--- src/hdl/pdr_pkg.sv ---
// Shared types, constants and register indexes for the point depth rasterizer.
`default_nettype none
package pdr_pkg;
  localparam int MAX_WIDTH_DEF  = 512;
  localparam int MAX_HEIGHT_DEF = 512;
  localparam int DEPTH_W = 48;
  localparam int COUNT_W = 8;
  localparam int CFG_IDX_W = 3;
  localparam int CFG_DATA_W = 32;

  localparam logic [CFG_IDX_W-1:0] REG_SCALE_X    = 3'd0;
  localparam logic [CFG_IDX_W-1:0] REG_SCALE_Y    = 3'd1;
  localparam logic [CFG_IDX_W-1:0] REG_CENTER_COL = 3'd2;
  localparam logic [CFG_IDX_W-1:0] REG_CENTER_ROW = 3'd3;
  localparam logic [CFG_IDX_W-1:0] REG_WIDTH      = 3'd4;
  localparam logic [CFG_IDX_W-1:0] REG_HEIGHT     = 3'd5;
  localparam logic [CFG_IDX_W-1:0] REG_MODE       = 3'd6;

  localparam logic [1:0] MODE_NEAREST  = 2'd0;
  localparam logic [1:0] MODE_FARTHEST = 2'd1;
  localparam logic [1:0] MODE_SUM      = 2'd2;
  localparam logic [1:0] MODE_AVERAGE  = 2'd3;

  localparam logic CMD_PROJECT = 1'b0;
  localparam logic CMD_READ    = 1'b1;

  typedef struct packed {
    logic        cmd;
    logic [31:0] x_cam;
    logic [31:0] y_cam;
    logic [31:0] z_cam;
    logic [8:0]  read_col;
    logic [8:0]  read_row;
  } in_item_t;

  typedef struct packed {
    logic         in_frame;
    logic [8:0]   pixel_col;
    logic [8:0]   pixel_row;
    logic [47:0]  depth_value;
    logic [7:0]   hit_count;
  } out_item_t;

  // controller to datapath
  typedef struct packed {
    logic load;      // capture request
    logic mul;       // register products
    logic sum;       // register Q32.32 sums
    logic idx;       // pixel index and bounds
    logic rd;        // issue memory read
    logic merge;     // compute merged value
    logic wr;        // write back
    logic div_start;
    logic div_step;
    logic fin;       // build result
    logic clr_step;
  } pdr_cmd_t;

  // datapath to controller
  typedef struct packed {
    logic is_read;
    logic div_needed;
    logic div_done;
    logic clr_done;
  } pdr_stat_t;
endpackage
`default_nettype wire

--- src/hdl/pdr_ctrl.sv ---
// Sequencer for projection, read-modify-write, divide and clearing pass.
`default_nettype none
module pdr_ctrl (
  input  wire logic clk,
  input  wire logic rst,
  input  wire logic in_fire,
  input  wire logic out_fire,
  input  wire pdr_pkg::pdr_stat_t stat,
  output logic in_ready,
  output logic out_valid,
  output pdr_pkg::pdr_cmd_t cmd
);
  typedef enum logic [3:0] {
    S_CLEAR, S_IDLE, S_MUL, S_SUM, S_IDX, S_RD, S_MERGE, S_WR, S_DIV, S_FIN, S_OUT
  } state_t;
  state_t state;

  always_comb begin
    cmd = '0;
    cmd.load = in_fire;
    case (state)
      S_CLEAR: cmd.clr_step = 1'b1;
      S_MUL:   cmd.mul = 1'b1;
      S_SUM:   cmd.sum = 1'b1;
      S_IDX:   cmd.idx = 1'b1;
      S_RD:    cmd.rd = 1'b1;
      S_MERGE: begin
        cmd.merge = 1'b1;
        cmd.div_start = 1'b1;
      end
      S_WR:    cmd.wr = 1'b1;
      S_DIV:   cmd.div_step = 1'b1;
      S_FIN:   cmd.fin = 1'b1;
      default: ;
    endcase
  end

  always_ff @(posedge clk) begin
    if (rst) begin
      state <= S_CLEAR;
      in_ready <= 1'b0;
      out_valid <= 1'b0;
    end else begin
      case (state)
        S_CLEAR: if (stat.clr_done) begin
          state <= S_IDLE;
          in_ready <= 1'b1;
        end
        S_IDLE: if (in_fire) begin
          in_ready <= 1'b0;
          state <= S_MUL;
        end
        S_MUL:   state <= S_SUM;
        S_SUM:   state <= S_IDX;
        S_IDX:   state <= S_RD;
        S_RD:    state <= S_MERGE;
        S_MERGE: state <= S_WR;
        S_WR:    state <= (stat.is_read && stat.div_needed) ? S_DIV : S_FIN;
        S_DIV:   if (stat.div_done) state <= S_FIN;
        S_FIN: begin
          state <= S_OUT;
          out_valid <= 1'b1;
        end
        S_OUT: if (out_fire) begin
          out_valid <= 1'b0;
          in_ready <= 1'b1;
          state <= S_IDLE;
        end
        default: state <= S_IDLE;
      endcase
    end
  end
endmodule
`default_nettype wire

--- config.mk ---
export PLATFORM = sky130hd
export DESIGN_NAME = pdr_ctrl
export DESIGN_NICKNAME = d
export VERILOG_FILES = /design/src/hdl/pdr_pkg.sv /design/src/hdl/pdr_ctrl.sv
export SDC_FILE = /design/constraint.sdc
export NUM_CORES = 1
export LEC_CHECK = 0
export BUFFER_PORTS_ARGS = -buffer_cell sky130_fd_sc_hd__buf_2
export CAP_MARGIN = 30
export CORE_AREA = 5 5 42 44
export CTS_CLUSTER_DIAMETER = 200
export CTS_CLUSTER_SIZE = 12
export DETAILED_ROUTE_END_ITERATION = 6
export DIE_AREA = 0 0 47 49
export PLACE_DENSITY = 0.67
export SKIP_CTS_REPAIR_TIMING = 1
export SLEW_MARGIN = 10
export SYNTH_ARGS = -nofsm -noshare
export SYNTH_HDL_FRONTEND = slang
export SYNTH_SLANG_ARGS = --single-unit
--- constraint.sdc ---
create_clock -name clk -period 2.6 [get_ports clk]
set_input_delay 0.52 -clock clk [delete_from_list [all_inputs] [get_ports clk]]
set_output_delay 0.52 -clock clk [all_outputs]
set_load 0.05 [all_outputs]
### Word-level counts from Yosys, hierarchy flattened

Index checks and enable logic that the tools add are counted.

* equal/unequal tests: 14
* mux-type cells: 21
* reduce and logical (&&, ||, !) cells: 7

Operators with widths (count)
* 4-bit case mux with 11 select lines: 1
* 4-bit by 3-bit == test with 1-bit output, second input constant: 4
* 4-bit two-way mux: 4
* 1-bit two-way mux: 14
* 4-bit == test, second input constant: 3
* 4-bit by 2-bit == test with 1-bit output, second input constant: 2
* 2-bit != test, second input constant: 4
* 4-bit AND reduction: 2
* 4-bit by 1-bit == test with 1-bit output, second input constant: 1
* 4-bit logical NOT: 1
* 1-bit case mux with 3 select lines: 1
* 3-bit nonzero test: 1
* 1-bit case mux with 2 select lines: 1
* 2-bit AND reduction: 1
* 2-bit nonzero test: 1
* 1-bit logical AND: 1

* flip-flop bits (word level): 6
* input port bits: 8
* logic and storage cells: 45

### Logic depth before layout (Yosys ltp)

* word-level depth: 3
* mapped depth: 5
* gate-level depth less buffers: 4

### Least setup slack after synthesis

Ideal clock, no wire load.

* path kind: reg2out
* start: register state[3]
* end: output port cmd[0] (netlist name)
* arrival: 2178 ps
* required time: 2080 ps
* path slack: -98 ps
* stages on the path, launching flop included: 4
* buffers on the path: 2
* cell sequence: dfxtp_1 buf_4 clkbuf_1 nor4_1

RTL lines
* start: declaration: line pdr_ctrl.sv:16 `state_t state;`
* start signal: assignment: line pdr_ctrl.sv:58 `S_WR: state <= (stat.is_read && stat.div_needed) ? S_DIV : S_FIN;`
* end: declaration: line pdr_ctrl.sv:11 `output pdr_pkg::pdr_cmd_t cmd`

==> summary.txt <==
Placed design
  – PortBufs: 20
  – Area after DPL: 564 um^2
  – Setup WS pre-CTS: 752 ps
  – DPL Wire Length: 896 um
  – Cell count after placement: 92
  – Final GP Congestion: 0.708

Synth
  – Post-Synthesis Cells: 64
  – Avg Synthesized Cell Area: 7.55 um^2
  – FF+latch count, synth: 6
  – Synth cell types: 29
  – Post-synth EDFFs: 0
  – Synth Net Count: 72
  – Ys flop type: dfxtp_1
  – Synth top area share: 0.249
  – Synthesized cell area: 483 um^2
  – Yosys top cell by area: dfxtp_1
  – Post-synthesis sequential area ratio: 0.249
  – Async set-or-reset flop fraction in the synthesized netlist: 0
  – Top post-synthesis cells by area: dfxtp_1, buf_4, nor3_1
  – Yosys warns: 0

Floorplanning
  – Ports: 21
  – Die ar.: 2300 um^2
  – Initial cell density of the core: 0.345
  – Row Count: 14
  – Core area: 1400 um^2
  – Die X: 47 um
  – Die height: 49 um

Timing
  – Setup repair after global routing missed its margin: no
  – Headroom to the max-slew limit: 0.579
  – Slew Limit Fails: 0
  – Finish-stage setup viols: 0
  – Fin crit period: 2130 ps
  – Fin crit share: 0.819
  – Slew @ Worst Pin: 631 ps
  – Final TNS setup: 0 ps
  – Fmax: 0.470 GHz
  – Final setup margin: 471 ps
  – Clock skew: 2.34 ps
  – Final hold vios: 0
  – Final hold slack: 497 ps

CTS
  – CTS max path bufs: 2
  – Clk sink count: 6
  – Cts bufs inserted: 3
  – CTS tree: built
  – Worst-path clk slew: 40 ps
  – Clk root buf: clkbuf_4
  – H-tree level count: 1
  – Later-pin clock latency in the skew report: 240 ps

Global route
  – Largest net degree at the start of global routing: 20
  – Gr usage total: 0.116
  – Initial antenna violation count: 0
  – Global route overflow: 0
  – Global-route wire length before repair: 1940 um
  – Number of global-route vias before repair: 438

Worst setup path
  – Crit path max fanout: 19
  – Setup crit end kind: primary output
  – CP arrival: 1610 ps
  – CP Class: register to primary output
  – CP required: 2080 ps
  – Setup crit start kind: register
  – Reg-to-reg slack, setup: 890 ps

Cells and area
  – Layout cell share with drive strength beyond 1: 0.367
  – Util after Layout: 0.419
  – Commonest cells after routing, fill and taps aside: buf_2, nand2_1, dfxtp_1
  – Synth-to-layout area growth: 21.5%
  – Number of diodes: 0
  – Final cell count without fillers: 95
  – Fin area: 587 um^2
  – Most common cell after layout, fill and taps aside: buf_2
  – Net count reported at finish: 89

Route
  – Routed WL per cell: 12.7 um
  – DRC viols: 0
  – Final WL: 1210 um
  – Post-route ant nets: 0
  – Initial DRC Count: 8
  – Via density: 5.48
  – Drt pass-1 iters: 4
  – Vias post-DR: 521

Min path
  – Hold WC Path Type: register to register

Pwr
  – Pwr per Cell Area: 642 nW/um^2
  – Power, Total: 377 uW
  – Leakage: 0.253 nW
  – Peak supply drop: 0.329 mV

Run status
  – Status: finished clean

Run
  – Max-cap violation count: 0
metal layers:
layer	vias to the layer above	GRT usage	wire, um
met4	0	0.0691	36
li1	263	-	-
met3	5	0.0332	37
met1	242	0.141	545
met5	-	0	0
met2	11	0.172	590
registers in the layout, summed over array words and instances (netlist names):
register,count
in_ready,1
state,4
out_valid,1
worst paths after layout:
path             start   endpoint  cells after the start
max           state[3]     cmd[2]                      3
min          out_valid  out_valid                      2
max reg2reg   state[1]   state[0]                      4
min reg2reg  out_valid  out_valid                      2
cells by family (layout without fill, tap and decap cells):
group	Yosys count	after routing	share of synthesized area
AO/OA/AOI/OAI	20	20	0.308
XOR/XNOR	1	1	0.0181
multiplexers	1	1	0.0233
AND/OR/NAND/NOR	26	26	0.293
flip-flops	6	6	0.249
buffers and inverters	10	25	0.109
final cells by class:
class / instances / area [um^2]
Fill cell: 159 / 815
Inverter: 2 / 7.51
Tap cell: 16 / 20.0
Timing Repair Buffer: 20 / 100
Multi-Input combinational cell: 48 / 317
Clock buffer: 3 / 22.5
Sequential cell: 6 / 120
worst max-delay path, cell delays in order (launching register included):
cell and delay [ps]:
dfxtp_1 720, nand2_1 200, nor3_1 160, buf_2 290
Yosys cell counts (2+ instances only):
library cell / n
clkbuf_1: 4
nand2b_1: 2
dfxtp_1: 6
a31oi_1: 2
a21oi_1: 3
a211oi_1: 2
buf_4: 4
o21ai_0: 5
nor2b_1: 2
nor3_1: 5
nor2_1: 5
inv_1: 2
nand2_1: 6
power by group:
part,leakage [nW],internal (mW),switching [mW],total [mW]
logic,0.190,0.0532,0.101,0.154
registers,0.0491,0.103,0.0345,0.138
clock network,0.0138,0.0521,0.0327,0.0849
Power figures use the tool's default switching activity.
