**src/hdl/pdr_pkg.sv**
```systemverilog
// Shared types, constants and register indexes for the point depth rasterizer.
`default_nettype none
package pdr_pkg;
  localparam int MAX_WIDTH_DEF  = 512;
  localparam int MAX_HEIGHT_DEF = 512;
  localparam int DEPTH_W = 48;
  localparam int COUNT_W = 8;
  localparam int CFG_IDX_W = 3;
  localparam int CFG_DATA_W = 32;

  localparam logic [CFG_IDX_W-1:0] REG_SCALE_X    = 3'd0;
  localparam logic [CFG_IDX_W-1:0] REG_SCALE_Y    = 3'd1;
  localparam logic [CFG_IDX_W-1:0] REG_CENTER_COL = 3'd2;
  localparam logic [CFG_IDX_W-1:0] REG_CENTER_ROW = 3'd3;
  localparam logic [CFG_IDX_W-1:0] REG_WIDTH      = 3'd4;
  localparam logic [CFG_IDX_W-1:0] REG_HEIGHT     = 3'd5;
  localparam logic [CFG_IDX_W-1:0] REG_MODE       = 3'd6;

  localparam logic [1:0] MODE_NEAREST  = 2'd0;
  localparam logic [1:0] MODE_FARTHEST = 2'd1;
  localparam logic [1:0] MODE_SUM      = 2'd2;
  localparam logic [1:0] MODE_AVERAGE  = 2'd3;

  localparam logic CMD_PROJECT = 1'b0;
  localparam logic CMD_READ    = 1'b1;

  typedef struct packed {
    logic        cmd;
    logic [31:0] x_cam;
    logic [31:0] y_cam;
    logic [31:0] z_cam;
    logic [8:0]  read_col;
    logic [8:0]  read_row;
  } in_item_t;

  typedef struct packed {
    logic         in_frame;
    logic [8:0]   pixel_col;
    logic [8:0]   pixel_row;
    logic [47:0]  depth_value;
    logic [7:0]   hit_count;
  } out_item_t;

  // controller to datapath
  typedef struct packed {
    logic load;      // capture request
    logic mul;       // register products
    logic sum;       // register Q32.32 sums
    logic idx;       // pixel index and bounds
    logic rd;        // issue memory read
    logic merge;     // compute merged value
    logic wr;        // write back
    logic div_start;
    logic div_step;
    logic fin;       // build result
    logic clr_step;
  } pdr_cmd_t;

  // datapath to controller
  typedef struct packed {
    logic is_read;
    logic div_needed;
    logic div_done;
    logic clr_done;
  } pdr_stat_t;
endpackage
`default_nettype wire

```
**src/hdl/pdr_if.sv**
```systemverilog
// Valid/ready channel interfaces for items and configuration writes.
`default_nettype none


interface pdr_cfg_if;
  logic valid;
  logic ready;
  logic [pdr_pkg::CFG_IDX_W-1:0]  index;
  logic [pdr_pkg::CFG_DATA_W-1:0] wdata;
  modport source (output valid, output index, output wdata, input ready);
  modport sink (input valid, input index, input wdata, output ready);
endinterface
`default_nettype wire

```
**src/hdl/pdr_cfg_regs.sv**
```systemverilog
// Configuration register file.
`default_nettype none
module pdr_cfg_regs (
  input  wire logic clk,
  input  wire logic rst,
  pdr_cfg_if.sink cfg,
  output logic [31:0] scale_x,
  output logic [31:0] scale_y,
  output logic [26:0] center_col,
  output logic [26:0] center_row,
  output logic [9:0]  width_in_use,
  output logic [9:0]  height_in_use,
  output logic [1:0]  render_mode
);
  assign cfg.ready = 1'b1;
  always_ff @(posedge clk) begin
    if (rst) begin
      scale_x <= 32'd65536;
      scale_y <= 32'd65536;
      center_col <= '0;
      center_row <= '0;
      width_in_use <= 10'd512;
      height_in_use <= 10'd512;
      render_mode <= pdr_pkg::MODE_NEAREST;
    end else if (cfg.valid) begin
      case (cfg.index)
        pdr_pkg::REG_SCALE_X:    scale_x <= cfg.wdata;
        pdr_pkg::REG_SCALE_Y:    scale_y <= cfg.wdata;
        pdr_pkg::REG_CENTER_COL: center_col <= cfg.wdata[26:0];
        pdr_pkg::REG_CENTER_ROW: center_row <= cfg.wdata[26:0];
        pdr_pkg::REG_WIDTH:      width_in_use <= cfg.wdata[9:0];
        pdr_pkg::REG_HEIGHT:     height_in_use <= cfg.wdata[9:0];
        pdr_pkg::REG_MODE:       render_mode <= cfg.wdata[1:0];
        default: ;
      endcase
    end
  end
endmodule
`default_nettype wire

```
**src/flat_wrapper.sv**
```systemverilog
// flat-port wrapper written by rule: the top's interface ports become plain ports
module pdr_cfg_regs_flat 
  (clk, rst, scale_x, scale_y, center_col, center_row, width_in_use, height_in_use, render_mode, cfg_valid, cfg_index, cfg_wdata, cfg_ready);
  pdr_cfg_if cfg_i ();
  input  wire logic clk;
  input  wire logic rst;
  output logic [31:0] scale_x;
  output logic [31:0] scale_y;
  output logic [26:0] center_col;
  output logic [26:0] center_row;
  output logic [9:0] width_in_use;
  output logic [9:0] height_in_use;
  output logic [1:0] render_mode;
  input wire logic [$bits(cfg_i.valid)-1:0] cfg_valid;
  input wire logic [$bits(cfg_i.index)-1:0] cfg_index;
  input wire logic [$bits(cfg_i.wdata)-1:0] cfg_wdata;
  output wire logic [$bits(cfg_i.ready)-1:0] cfg_ready;
  assign cfg_i.valid = cfg_valid;
  assign cfg_i.index = cfg_index;
  assign cfg_i.wdata = cfg_wdata;
  assign cfg_ready = cfg_i.ready;
  pdr_cfg_regs u_core (.clk(clk), .rst(rst), .cfg(cfg_i), .scale_x(scale_x), .scale_y(scale_y), .center_col(center_col), .center_row(center_row), .width_in_use(width_in_use), .height_in_use(height_in_use), .render_mode(render_mode));
endmodule
```
**config.mk**
```make
export PLATFORM = sky130hd
export DESIGN_NAME = pdr_cfg_regs_flat
export DESIGN_NICKNAME = d
export VERILOG_FILES = /design/src/hdl/pdr_pkg.sv /design/src/hdl/pdr_if.sv /design/src/hdl/pdr_cfg_regs.sv /design/src/flat_wrapper.sv
export SDC_FILE = /design/constraint.sdc
export NUM_CORES = 1
export LEC_CHECK = 0
export ABC_CLOCK_PERIOD_IN_PS = 2000
export BUFFER_PORTS_ARGS = -buffer_cell sky130_fd_sc_hd__buf_2
export CORE_UTILIZATION = 50
export CTS_BUF_LIST = sky130_fd_sc_hd__clkbuf_2 sky130_fd_sc_hd__clkbuf_4 sky130_fd_sc_hd__clkbuf_8
export CTS_CLUSTER_DIAMETER = 200
export CTS_CLUSTER_SIZE = 28
export DETAILED_ROUTE_END_ITERATION = 8
export PLACE_DENSITY_LB_ADDON = 0.12
export SETUP_SLACK_MARGIN = 0.3
export SLEW_MARGIN = 20
export SYNTH_ARGS = -nofsm -noshare
export SYNTH_HDL_FRONTEND = slang
export SYNTH_SLANG_ARGS = --single-unit
```
**constraint.sdc**
```tcl
create_clock -name clk -period 2 [get_ports clk]
set_input_delay 0 -clock clk [delete_from_list [all_inputs] [get_ports clk]]
set_output_delay 0 -clock clk [all_outputs]
set_load 0.1 [all_outputs]
```
# Word-level counts from Yosys, hierarchy flattened
# Index checks and enable logic that the tools add are counted.
# totals
latch_bits,0
romBits,0
wordCells,21
memories,0
in_bits,38
ramBits,0
reg_bits,140
output_inout_bits,141
# op_classes
n_addsub,0
bitwise,0
n_mux,0
div,0
reduce_logical,8
eq_ne,6
order_cmp,0
multipliers,0
shift,0
# ops
op,n
$reduce_and 2->1,7
$eq 3x3->1 const B,3
$eq 3x2->1 const B,2
$eq 3x1->1 const B,1
$logic_not 3->1,1

# Logic depth before layout (Yosys ltp)
# Gate-level depths: netlist of run 1.
# depth
ltp_word,2
depth_mapped,5
ltp_nobuf,2

# Worst setup path before layout of run 1
# OpenSTA, ideal clock, no wires.
# synth_timing
kind,reg-to-reg
from,"register, netlist name u_core.height_in_use[9]"
to,register u_core.height_in_use[9]
stages_incl_launch_ff,3
n_path_buf,0
required_time_ns,1.928
path_slack_ns,0.762
period_less_slack_ns,1.238
setup_time_ns,0.072
arrival_ns,1.166
cell_sequence,dfxtp_1 -> nor2_1 -> mux2i_1
# synth_lines
item,line_no,text
end signal: assignment,pdr_cfg_regs.sv:32,pdr_pkg::REG_HEIGHT: height_in_use <= cfg.wdata[9:0];
end: declaration,pdr_cfg_regs.sv:12,"output logic [9:0] height_in_use,"

# Worst setup path after layout of run 1
# layout_timing
from,register u_core.scale_y[24]
to,output scale_y[24]
# layout_lines
item,line_no,text
start: declaration,pdr_cfg_regs.sv:8,"output logic [31:0] scale_y,"
start signal: assignment,pdr_cfg_regs.sv:28,pdr_pkg::REG_SCALE_Y: scale_y <= cfg.wdata;
end: declaration,flat_wrapper.sv:8,output logic [31:0] scale_y;
# No word-level cell between the ends.

==> flow_summary.yaml, run 1 <==
status:
  status: "finished clean"
timing:
  grt_setup_unrepaired: "no"
  skew_ns: 0
  drv_slew: 0
  setup_tns_ns: 0
  fin_crit_sh_pct: 61.0
  fin_ws_ns: 0.780
  hold_ws_ns: 0.0413
  fin_crit_ns: 1.22
  hold_viol: 0
  slew_headroom_pct: 53.0
  finalSetupViolCount: 0
  fmax_mhz: 820
  worstMarginPinSlew_ns: 0.705
floorplanning:
  num_io_pins: 179
  initial_core_util_pct: 51.5
  core_area_um2: 10800
  fp.dieH_um: 108
  die_x_um: 108
  row_count: 38
  die_area_um2: 11600
clocking:
  cts-root-buf: "clkbuf_8"
  cts_setup_buffers: 0
  postCtsHoldBufs: 29
  cts_resized: 0
  path_clk_slew_ns: 0.08
  cts_tree: "built"
  cts_htree_levels: 4
  clkLatencyLatePin_ns: 0.42
  cts_buffer_depth: 2
  numClockSinks: 140
  numCtsBuffers: 17
cells_and_area:
  stdcell_count: 858
  area_growth_pct: 31.3
  fin_util_pct: 67.7
  num_antenna_cells: 0
  num-nets-final: 743
  fillCellCount: 864
  layout-drive-gt1-share_pct: 31.8
global_route:
  grt-ovfl-total: 0
  antenna_found_initial: 0
  grt_usage_pct: 23.6
  grt_max_degree: 50
  grt_pass1_vias: 4185
  grt_pass1_wl_um: 20900
worst_setup_path:
  worst_ep_arrival_time_ns: 1.22
  timing.critical_path.cells: "buf_2"
  crit_required_ns: 2.00
  crit_family: "buffers and inverters"
  crit_path_max_fanout: 2
  critPathMaxStageDelay_ns: 0.44
  critPathCaptureType: "primary output"
  cpMaxStageDelayCell: "buf_2"
  reg2reg_slack_ns: 1.35
  path_class: "flop to primary output"
  crit_buf_inv: 1
  start_kind: "flop"
yosys:
  syn-num-nets: 543
  avgSynthCellArea_um2: 11.1
  yosys_warnings: 0
  syn_inst: 505
  yosysUniqueCellTypes: 15
  synth-seq-cells: 140
  synth_area_um2: 5590
  ys_seq_area_share_pct: 50.2
detailed_routing:
  wl_met1_um: 5810
  viasPerCell: 4.88
  routedWlPerCell_um: 15.5
  wl_met2_um: 6530
  dr.pass1.iters: 5
  ant_nets: 0
  drt-initial-drc-count: 140
  num_vias: 4191
  drt_wl_total_um: 13300
  wl_met3_um: 790
  drc_errors: 0
  top_layer: "met4"
flow_run:
  cap_violations: 0
worst_hold_path:
  hold_class: "input port to flop"
placement:
  port_buffers: 177
  post-place-cells: 797
  hpwl_um: 8990
  dpl_worst_slack_ns: 0.612
  gp_congestion: 0.761
pwr:
  ir_drop_mv: 0.423
  leakagePower_uw: 0.00385
  pwr_density_cell_nw_per_um2: 868
==> stage by stage <==
stage	area [um2]	power, uW
floorplan	5590	3630
global placement	6590	3780
detailed placement	6590	3800
CTS	7340	6420
global route	7340	6580
finish	7340	6370
==> layout by cell type (no fill, tap or decap), types with 2 or more instances in the layout <==
cell / instances
buf_2: 176
nand2b_1: 168
mux2i_1: 140
dfxtp_1: 140
dlygate4sd3_1: 29
clkbuf_8: 17
buf_4: 15
nor2_1: 6
bufinv_16: 5
clkinv_4: 4
nand4b_1: 3
nand4bb_2: 2
clkinv_2: 2
clkinvlp_4: 2
==> worst paths after layout <==
| check | from | depth (start not counted) | to |
|---|---|---|---|
| hold reg to reg | u_core.center_row[16] | 2 | u_core.center_row[16] |
| hold / removal | cfg_wdata[6] | 3 | u_core.width_in_use[6] |
| setup / recovery | u_core.scale_y[24] | 1 | scale_y[24] |
| setup reg to reg | u_core.scale_y[18] | 2 | u_core.scale_y[18] |
==> state kept, by name, indices dropped and copies added (netlist names) <==
name and flops:
u_core.center_col 27, u_core.center_row 27, u_core.height_in_use 10, u_core.render_mode 2, u_core.scale_x 32, u_core.scale_y 32, u_core.width_in_use 10
==> power by group <==
part           internal [uW]  switching [uW]  leakage, uW  total (uW)
registers               2850            31.3      0.00113        2880
clock network           1510            1090     0.000227        2590
logic                    240             657      0.00249         897
==> kinds of logic (layout without fill, tap and decap cells) <==
family | count (synthesis) | count (layout) | share of synthesized area, %
AND/OR/NAND/NOR | 184 | 184 | 21.0
multiplexers | 140 | 140 | 25.1
flip-flops | 140 | 140 | 50.2
buffers and inverters | 40 | 253 | 3.65
other | 1 | 1 | 0.0671
==> layer usage <==
layer	global-route usage [%]	vias up
li1	-	2076
met1	27.5	1973
met2	40.2	122
met3	7.02	20
met4	9.39	0
met5	0	-
==> worst reg2reg max path: stages, from the launching register on <==
cell and delay [ns]:
dfxtp_1 0.34, nand2b_1 0.06, mux2i_1 0.17
==> cell type report <==
| cell class | instances | area [um2] | share of cell area (%) |
|---|---|---|---|
| Tap cell | 140 | 175 | 2.39 |
| Clock buffer | 18 | 241 | 3.29 |
| Multi-Input combinational cell | 325 | 2600 | 35.4 |
| Timing Repair Buffer | 221 | 1300 | 17.8 |
| Clock inverter | 14 | 219 | 2.98 |
| Sequential cell | 140 | 2800 | 38.2 |
==> synth_stat cells <==
cell,n,area [um2]
nor4b_1,1,8.76
clkbuf_1,20,75.1
buf_4,4,30.0
conb_1,1,3.75
nand2b_1,168,1050
or4b_4,1,13.8
nor2_1,6,22.5
buf_6,3,33.8
buf_2,13,65.1
and4b_1,1,10.0
nor4bb_1,1,10.0
nand4b_1,3,26.3
nand4bb_1,3,33.8
mux2i_1,140,1400
dfxtp_1,140,2800
(Power assumes the default switching activity.)
==> run 2, diff against run 1 <==
--- a/config.mk
+++ b/config.mk
@@ -5,7 +5,7 @@
 export SDC_FILE = /design/constraint.sdc
 export NUM_CORES = 1
 export LEC_CHECK = 0
-export ABC_CLOCK_PERIOD_IN_PS = 2000
+export ABC_CLOCK_PERIOD_IN_PS = 1250
 export BUFFER_PORTS_ARGS = -buffer_cell sky130_fd_sc_hd__buf_2
 export CORE_UTILIZATION = 50
 export CTS_BUF_LIST = sky130_fd_sc_hd__clkbuf_2 sky130_fd_sc_hd__clkbuf_4 sky130_fd_sc_hd__clkbuf_8
==> constraint.sdc (replaced) <==
create_clock -name clk -period 1.25 [get_ports clk]
set_input_delay 0 -clock clk [delete_from_list [all_inputs] [get_ports clk]]
set_output_delay 0 -clock clk [all_outputs]
set_load 0.1 [all_outputs]
==> run 2 against run 1 <==
Register-to-register slack got worse by 1.2 ns. Cell count rose by 8.0%. Sequential cell count did not move. Utilization rose by 26 points. Clock power rose by 51%. Final area rose by 39%. Count of clock-buffer cells in the layout did not move. Non-clock buffer count rose by 69. First-iteration DRC count rose by 85%. Critical path type is now flop to flop. Highest routed layer unchanged.
==> flow_summary.yaml, run 2 (same netlist as run 1, synthesis figures left out) <==
status:
  status: "finished clean"
clocking:
  numClockSinks: 140
  clkLatencyLatePin_ns: 0.44
  cts-root-buf: "clkbuf_8"
  cts_tree: "built"
  cts_htree_levels: 4
  numCtsBuffers: 17
  path_clk_slew_ns: 0.10
  cts_buffer_depth: 2
timing:
  grt_setup_unrepaired: "yes"
  hold_viol: 0
  skew_ns: 0
  fmax_mhz: 935
  fin_crit_ns: 1.07
  drv_slew: 0
  finalSetupViolCount: 0
  fin_crit_sh_pct: 85.6
  setup_tns_ns: 0
  fin_ws_ns: 0.180
floorplanning:
  die_x_um: 108
  num_io_pins: 179
  row_count: 38
  fp.dieH_um: 108
  die_area_um2: 11600
  initial_core_util_pct: 51.5
  core_area_um2: 10800
worst_setup_path:
  worst_ep_arrival_time_ns: 1.42
  start_kind: "flop"
  critPathCaptureType: "flop"
  reg2reg_slack_ns: 0.18
  cpMaxStageDelayCell: "dfxtp_4"
  timing.critical_path.cells: "buf_4 > buf_4 > nand2b_1 > mux2i_1"
  critPathMostFrequentCell: "buf_4"
  critPathLaunch: "u_core.center_col[13]"
  crit_path_end: "u_core.center_col[13]"
  reg2regPathDepth: 4
  r2r_end: "u_core.center_col[13]"
  crit_path_max_fanout: 2
  regToRegStartpoint: "u_core.center_col[13]"
  critPathMaxStageDelay_ns: 0.38
  crit_required_ns: 1.60
  path_class: "flop to flop"
detailed_routing:
  ant_nets: 0
  routedWlPerCell_um: 24.5
  dr.pass1.iters: 4
  drc_errors: 0
  viasPerCell: 5.54
  num_vias: 5135
  drt-initial-drc-count: 259
  drt_wl_total_um: 22700
pwr:
  ir_drop_mv: 0.844
  leakagePower_uw: 0.00468
  pwr_density_cell_nw_per_um2: 1030
flow_run:
  cap_violations: 0
cells_and_area:
  area_growth_pct: 82.6
  layout_commonest_cell: "nand2b_1"
  fin_util_pct: 94.1
  fillCellCount: 298
  layout-drive-gt1-share_pct: 55.4
  num-nets-final: 812
  layout_common_cells: "168 x nand2b_1, 143 x buf_12, 140 x mux2i_1"
  num_antenna_cells: 0
  reg_top3: "u_core.scale_x x32, u_core.scale_y x32"
placement:
  dpl_worst_slack_ns: 0.0766
  port_buffers: 177
  hpwl_um: 9460
  gp_congestion: 0.781
global_route:
  antenna_found_initial: 0
  grt_pass1_wl_um: 29200
  grt_usage_pct: 34.2
  grt_pass1_vias: 5109
  grt_max_degree: 46
  grt-ovfl-total: 0
worst_hold_path:
  hold_class: "input port to flop"
[run 2: changes by cell type in the layout (fill, tap and decap cells not counted), sizes merged]
cell | previous run | this run
dlygate4sd3 | 29 | 30
bufinv | 5 | 2
inv | 1 | 3
clkinvlp | 2 | 3
buf | 192 | 260
[run 2: power by group]
part | switching, uW | internal (uW)
clock | 2040 | 1870
combinational | 1160 | 751
sequential | 124 | 4520
total | 3330 | 7140
[run 2: how the worst min path moves through the flow]
stage,start,to,cells past startpoint
floorplan,cfg_wdata[27],u_core.scale_x[27],2
global placement,cfg_wdata[16],u_core.scale_y[16],3
detailed placement,cfg_wdata[9],u_core.width_in_use[9],3
CTS,cfg_wdata[5],u_core.width_in_use[5],3
global route,cfg_wdata[5],u_core.width_in_use[5],3
finish,cfg_wdata[5],u_core.scale_y[5],3
[run 2: routing by layer]
layer | global-route usage, % | vias up | wire length, um
met2 | 62.7 | 303 | 11700
met1 | 36.1 | 2544 | 8120
li1 | - | 2200 | -
met5 | 0 | - | 0
met4 | 16.2 | 0 | 1260
met3 | 9.14 | 88 | 1590
[run 2: worst max-delay path, delay by kind of cell, from the launching register on]
kind / cells / cell delay, ns
muxes: 1 / 0.27
buffers and inverters: 2 / 0.21
DFF: 1 / 0.38
and+or+nand+nor: 1 / 0.10
[run 2: metrics by stage]
| stage | power [uW] | hold WS [ns] | cell area, um2 | instances |
|---|---|---|---|---|
| after floorplan | 5850 | 0.168 | 5810 | 505 |
| after global placement | 6090 | 0.279 | 6830 | 801 |
| after detailed placement | 6110 | 0.306 | 6830 | 801 |
| after CTS | 10300 | 0.00223 | 9820 | 886 |
| after global routing | 10700 | 0.0176 | 10200 | 927 |
| final | 10500 | 0.00330 | 10200 | 927 |
[run 2: timing repair]
action	in CTS	in global routing
gates resized for setup	562	30
hold buffers	30	0
setup buffers	23	41
setup endpoints to repair	140	140
endpoints found under the hold margin	106	0
pin swaps	0	0
[run 2: final cells by class]
class	count	area (um2)	share of cell area (%)
timing repair buffer	290	3950	38.7
sequential	140	3060	30.0
multi-input combinational	325	2610	25.5
clock buffer	18	248	2.43
tap	140	175	1.72
clock inverter	14	164	1.61
